===== config.mk =====
export PLATFORM = sky130hd
export DESIGN_NAME = mwvm_queue
export DESIGN_NICKNAME = d
export VERILOG_FILES = /design/src/rtl/core/mwvm_pkg.sv /design/src/rtl/core/mwvm_queue.sv
export SDC_FILE = /design/constraint.sdc
export NUM_CORES = 1
export LEC_CHECK = 0
export ABC_AREA = 1
export BUFFER_PORTS_ARGS = -buffer_cell sky130_fd_sc_hd__buf_2
export CORE_MARGIN = 5
export CORE_UTILIZATION = 57
export CTS_CLUSTER_DIAMETER = 200
export CTS_CLUSTER_SIZE = 14
export DETAILED_ROUTE_END_ITERATION = 7
export GPL_TIMING_DRIVEN = 0
export PLACE_DENSITY = 0.85
export SLEW_MARGIN = 30
export SYNTH_ARGS = -nofsm -noshare
export SYNTH_HDL_FRONTEND = slang
export SYNTH_SLANG_ARGS = --single-unit

===== constraint.sdc =====
create_clock -name aclk -period 8.6 [get_ports aclk]
set_input_delay 1.72 -clock aclk [delete_from_list [all_inputs] [get_ports aclk]]
set_output_delay 1.72 -clock aclk [all_outputs]
set_load 0.02 [all_outputs]

===== src/rtl/core/mwvm_pkg.sv =====
// package for the mecanum wheel velocity mixer: payload structs, mode and
// register codes, fixed-point constants and helper functions
// no dependencies
`timescale 1ns / 1ps

package mwvm_pkg;

    localparam logic [1:0] MODE_RELAX   = 2'd0;
    localparam logic [1:0] MODE_CHASSIS = 2'd1;
    localparam logic [1:0] MODE_GIMBAL  = 2'd2;

    localparam logic [1:0] CFG_IDX_INSTALL_REVERSED   = 2'd0;
    localparam logic [1:0] CFG_IDX_TURN_RATIO_Q8      = 2'd1;
    localparam logic [1:0] CFG_IDX_SPEED_TO_WHEEL_Q16 = 2'd2;
    localparam logic [1:0] CFG_IDX_GIMBAL_OFFSET_MM   = 2'd3;

    localparam int CFG_DATA_W = 24;

    // pi/2 in Q30, pi/180 in Q24
    localparam logic [63:0] HALF_PI_Q30    = 64'd1686629713;
    localparam logic [18:0] DEG_TO_RAD_Q24 = 19'd292818;

    // yaw: two quadrant bits, the rest is the angle within the quadrant
    localparam int YAW_FRAC_W = 14;

    // power of two so the pointers wrap on their own
    localparam int QUEUE_DEPTH = 2;

    typedef struct packed {
        logic [1:0]         mode;
        logic signed [15:0] speed_x;
        logic signed [15:0] speed_y;
        logic signed [15:0] turn_rate;
        logic [15:0]        yaw_angle;
    } mwvm_in_t;

    typedef struct packed {
        logic               drive_enable;
        logic signed [23:0] wheel_front_right;
        logic signed [23:0] wheel_front_left;
        logic signed [23:0] wheel_back_left;
        logic signed [23:0] wheel_back_right;
    } mwvm_out_t;

    // classified tick handed from the front to the back
    typedef struct packed {
        logic               drive_enable;
        logic               gimbal_ref;
        logic signed [15:0] speed_x;
        logic signed [15:0] speed_y;
        logic signed [15:0] turn_rate;
        logic signed [15:0] sin_val;
        logic signed [15:0] cos_val;
    } mwvm_cmd_t;

    typedef struct packed {
        logic               install_reversed;
        logic [15:0]        turn_ratio_q8;
        logic [23:0]        speed_to_wheel_q16;
        logic signed [15:0] gimbal_offset_mm;
    } mwvm_cfg_t;

    // one quarter-wave sine entry in Q1.15 from an angle in Q30 (taylor series)
    function automatic logic [15:0] sine_entry(input logic [63:0] ang);
        logic [63:0]        a2;
        logic [63:0]        t;
        logic signed [63:0] sum;
        logic [63:0]        val;
        a2  = (ang * ang) >> 30;
        t   = ang;
        sum = $signed(ang);
        t   = ((t * a2) >> 30) / 6;
        sum = sum - $signed(t);
        t   = ((t * a2) >> 30) / 20;
        sum = sum + $signed(t);
        t   = ((t * a2) >> 30) / 42;
        sum = sum - $signed(t);
        t   = ((t * a2) >> 30) / 72;
        sum = sum + $signed(t);
        t   = ((t * a2) >> 30) / 110;
        sum = sum - $signed(t);
        t   = ((t * a2) >> 30) / 156;
        sum = sum + $signed(t);
        if (sum < 0) begin
            sum = '0;
        end
        if (sum > (64'sd1 <<< 30)) begin
            sum = 64'sd1 <<< 30;
        end
        val = ($unsigned(sum) * 64'd32767 + (64'd1 << 29)) >> 30;
        if (val > 64'd32767) begin
            val = 64'd32767;
        end
        return val[15:0];
    endfunction

    // arithmetic shift right, rounding to nearest with halves away from zero
    function automatic logic signed [63:0] round_shr(input logic signed [63:0] v,
                                                     input int sh);
        logic [63:0] mag;
        logic [63:0] rnd;
        mag = v[63] ? 64'(-v) : 64'(v);
        rnd = (mag + (64'd1 << (sh - 1))) >> sh;
        return v[63] ? -$signed(rnd) : $signed(rnd);
    endfunction

endpackage


===== src/rtl/core/mwvm_queue.sv =====
// short queue of classified ticks between the front and the back
// depends on mwvm_pkg
`timescale 1ns / 1ps

module mwvm_queue
    import mwvm_pkg::*;
(
    input  logic      aclk,
    input  logic      aresetn,
    input  logic      in_valid,
    output logic      in_ready,
    input  mwvm_cmd_t in_data,
    output logic      out_valid,
    input  logic      out_ready,
    output mwvm_cmd_t out_data
);

    localparam int PTR_W = $clog2(QUEUE_DEPTH);
    localparam int CNT_W = $clog2(QUEUE_DEPTH + 1);

    mwvm_cmd_t        entry_reg [QUEUE_DEPTH];
    logic [PTR_W-1:0] wr_ptr_reg;
    logic [PTR_W-1:0] wr_ptr_next;
    logic [PTR_W-1:0] rd_ptr_reg;
    logic [PTR_W-1:0] rd_ptr_next;
    logic [CNT_W-1:0] count_reg;
    logic [CNT_W-1:0] count_next;
    logic             push;
    logic             pop;

    assign in_ready  = (count_reg != CNT_W'(QUEUE_DEPTH));
    assign out_valid = (count_reg != '0);
    assign out_data  = entry_reg[rd_ptr_reg];
    assign push      = in_valid && in_ready;
    assign pop       = out_valid && out_ready;

    always_comb begin
        wr_ptr_next = push ? wr_ptr_reg + 1'b1 : wr_ptr_reg;
        rd_ptr_next = pop ? rd_ptr_reg + 1'b1 : rd_ptr_reg;
        count_next  = count_reg;
        if (push && !pop) begin
            count_next = count_reg + 1'b1;
        end else if (pop && !push) begin
            count_next = count_reg - 1'b1;
        end
    end

    always_ff @(posedge aclk) begin
        if (!aresetn) begin
            wr_ptr_reg <= '0;
            rd_ptr_reg <= '0;
            count_reg  <= '0;
        end else begin
            wr_ptr_reg <= wr_ptr_next;
            rd_ptr_reg <= rd_ptr_next;
            count_reg  <= count_next;
        end
    end

    always_ff @(posedge aclk) begin
        if (push) begin
            entry_reg[wr_ptr_reg] <= in_data;
        end
    end

endmodule


* Word-level counts from Yosys, hierarchy flattened
Memory sizes are Yosys's and may differ from the RTL's. A register that Yosys moved wholly into a read port is not among the register bits.
Index checks and enable logic that the tools add are counted.
** Cells by class
- Multiply operators :: 0
- Magnitude comparators :: 0
- Add/subtract/negate cells :: 4
- Equal/unequal tests :: 1
- Divide/modulo/power cells :: 0
- Multiplexer cells :: 6
- Reductions and logical operators :: 8
- Bitwise operators :: 0
- Shift-type cells :: 0
** Operator list (count)
- $logic_and A1 B1 Y1 :: 4
- $mux W1 :: 4
- $mux W2 :: 2
- $reduce_bool A2 Y1 :: 2
- $add A1 B1 Y1 const B :: 2
- $add A2 B1 Y2 const B :: 1
- $logic_not A1 Y1 :: 2
- $ne A2 B2 Y1 const B :: 1
- $sub A2 B1 Y2 const B :: 1
** Storage, ports and cells
- Word-level logic and storage cells :: 23
- Latch bits :: 0
- Register bits :: 4
- Memory bits (writable) :: 164
- Output and inout bits :: 84
- Memories :: 1
- ROM bits :: 0
- Bits of input ports :: 86
** Memory list
- entry_reg :: depth 2, bits a word 82, rd ports 1, clocked after Yosys merged registers in 1, wr ports 1, RTL line mwvm_queue.sv:21 : mwvm_cmd_t entry_reg [QUEUE_DEPTH];

* Longest topological paths before layout
- Depth in word-level cells :: 6
- Depth in mapped cells :: 11
- Depth with buffers taken out :: 11

* Worst setup path after synthesis
Ideal clock, no wire load.
- Path kind :: input port to flip-flop
- From :: in in_valid
- To :: mem entry_reg[0][0] (netlist bit), enable pin
- Path buffers :: 0
- Required time :: 8.077 ns
- Cell stages on the path :: 2
- Arrival :: 5.237 ns
- Setup time :: 0.523 ns
- Path slack :: 2.840 ns
- Cells stage by stage :: nand2_1 -> nor2_1
** Between the ends
- Longest elaborated chain between the ends :: 3
** RTL lines
- start: declaration :: RTL line mwvm_queue.sv:10 : input logic in_valid,
- $logic_and A1 B1 Y1 :: RTL line mwvm_queue.sv:34 : assign push = in_valid && in_ready;
- $mux W1 :: RTL line mwvm_queue.sv:61 : if (push) begin
- $mux W1 (not written as such) :: RTL line mwvm_queue.sv:62 : entry_reg[wr_ptr_reg] <= in_data;
- end: declaration :: RTL line mwvm_queue.sv:21
No other way between the ends.

==> results.toml <==
[status]
status = "complete, no violations"

[drt]
drc_errors = 0
ant_nets = 0
firstDrtPassIters = 4
vias = 3250
drt_wl_total_mm = 11.51
viasPerCell = 5.047
drt_iter0_markers = 98
wl_per_cell_um = 17.87

[power_and_ir_drop]
p_seq_share_pct = 41.8
p_comb_share_pct = 29.6
power.share.clock_pct = 28.6
switching_share_pct = 27.71
ir_drop_mv = 0.1709
power.leakage_uw = 0.003353
power_density_nw_per_um2 = 305.3
switching_power_uw = 709.9
cell_internal_pwr_uw = 1852

[finish]
layout-drive-gt1-share_pct = 59.20
largest_register_ffs = 164
multiInputGateArea_um2 = 1349
syn_to_final_growth_pct = 27.92
finish.net_count = 575
seq_area_um2 = 5025
instances_no_fill = 644
fillCellCount = 679

[clock_network]
ctsResizeCount = 0
clk_pin_slew_ns = 0.06
worst_skew_pair.late_latency_ns = 0.40
holdBufCountCts = 0
cts_buffer_depth = 2
cts_root_buffer = "clkbuf_16"
cts_tree = "done"
cts_sinks = 169
htree_num_levels = 4
cts_made_buffers = 17
post_cts_buffers = 0

[synth]
ys_seq_area_share_pct = 76.60
synth_area_um2 = 6560
ys_types = 15
ys_warn_count = 0
syn_inst = 292
synth_nets = 379
synth.avg_cell_area_um2 = 22.47
synth_seq_cells = 169

[place]
hpwl_mm = 8.445
placed_cells = 612
place.gp.congestion = 0.7210
port_buffers = 169

[timing]
rsz0062_at_grt = "no"
slew_viol_final = 0
fmax_ghz = 0.2991
finalHoldViolCount = 0
relSlewSlack_pct = 57.28
fin_skew_ns = 0.005922
tightestPinTransition_ns = 0.6393
setup_viol = 0
post-route-period-util_pct = 38.88
setup_tns_ns = 0
period_minus_slack_ns = 3.343

[global_route]
grt_antenna_before_repair = 0
grt_pass1_vias = 3539
grt_overflow = 0
grt_max_degree = 24
grt_first_pass_wirelength_mm = 17.31
gr-usage-all-layers_pct = 17.11

[run]
drv_cap = 0

[die]
die_y_um = 117.3
io_pins = 170
row_count = 39
core_region_area_um2 = 11370
die-area_um2 = 13750
start_util_pct = 57.70
die_width_um = 117.3

[setup_path]
endpoint_kind = "primary output"
required_ns = 6.88
cp.arrival_ns = 1.62
worstPathMaxFanout = 10
cp-start-kind = "flip-flop"
worstSetupPathType = "flip-flop to primary output"

[hold_path]
hold_class = "flip-flop to flip-flop"
[cell usage after synthesis]
library cell / instances / area, um2
a21oi_1: 1 / 5.000
ha_1: 1 / 12.51
o21ai_0: 2 / 10.01
buf_12: 8 / 160.2
nand4_1: 1 / 6.260
edfxtp_1: 164 / 4925
o21a_1: 1 / 7.510
mux2_4: 80 / 1201
nand2_1: 9 / 33.78
nand3_1: 1 / 5.000
dfxtp_1: 5 / 100.1
buf_6: 1 / 11.26
nor2_1: 8 / 30.03
inv_1: 8 / 30.03
mux2_2: 2 / 22.52
[layer usage]
layer / GRT usage (%) / up-vias / wire length, um
met5: 0 / - / 0
met4: 7.416 / 0 / 206
met3: 5.039 / 18 / 787
met2: 30.77 / 113 / 6321
met1: 18.73 / 1584 / 4192
li1: - / 1535 / -
[final timing paths]
| check | slack, ns | depth (start not counted) | start | endpoint |
|---|---|---|---|---|
| min reg2reg | 0.52 | 2 | rd_ptr_reg | rd_ptr_reg |
| max | 5.26 | 4 | flip-flop | out_data[38] |
| min | 0.52 | 2 | rd_ptr_reg | rd_ptr_reg |
| max reg2reg | 6.58 | 6 | count_reg[0] | entry_reg[1][21] |
[critical path, cell delays in order, from the launching register on]
cell and delay (ns):
dfxtp_1 0.32, buf_6 0.23, buf_12 0.19, mux2_4 0.31, buf_2 0.16
[cells by family (layout without fill, tap and decap cells)]
logic type | after synthesis | count (layout) | share of synthesized area (%)
compound gates | 4 | 4 | 0.3433
fa+ha+maj | 1 | 1 | 0.1907
buf+inv | 17 | 225 | 3.071
flops | 169 | 169 | 76.60
mux | 82 | 82 | 18.65
other cells | 0 | 1 | 0
simple gates | 19 | 19 | 1.144
[layout by cell type (no fill, tap or decap), types with 2 or more instances in the layout]
cell type	netlist	routed
buf_2	0	169
edfxtp_1	164	164
mux2_4	80	80
clkbuf_16	0	17
nand2_1	9	9
inv_1	8	8
buf_12	8	8
buf_16	0	8
nor2_1	8	6
dfxtp_1	5	5
clkbuf_1	0	5
clkinv_2	0	4
bufinv_16	0	3
nor2_4	0	2
mux2_2	2	2
o21ai_0	2	2
clkinvlp_4	0	2
[power groups by stage]
stage / combinational, uW / sequential [uW] / clock (uW)
6_report: 758 / 1070 / 733
5_1_grt: 803 / 1080 / 790
4_1_cts: 771 / 1070 / 745
3_5_place_dp: 768 / 1090 / 0
3_3_place_gp: 700 / 1110 / 0
2_1_floorplan: 524 / 1090 / 0
[metrics by stage]
step	util [%]	area (um2)	setup slack, ns	hold slack [ns]	total power, uW
after CTS	73.79	8389	5.217	0.5178	2589
after global placement	66.71	7585	0.9605	0.4787	1807
after floorplan	-	6560	2.840	0.4669	1619
final	73.81	8392	5.257	0.5195	2562
after global routing	73.79	8389	5.185	0.5851	2674
after detailed placement	68.78	7820	5.316	0.4994	1858
[layout make-up]
| cell class | instances | area share (%) |
|---|---|---|
| flip-flops and latches | 169 | 59.88 |
| repair buffers | 177 | 12.70 |
| multi-input cells | 106 | 16.07 |
| well taps | 143 | 2.132 |
| diodes | 1 | 0.02982 |
| inverters | 8 | 0.3578 |
| clock buffers | 22 | 5.293 |
| plain buffers | 9 | 2.043 |
| clock inverters | 9 | 1.491 |
(Power assumes the default switching activity.)
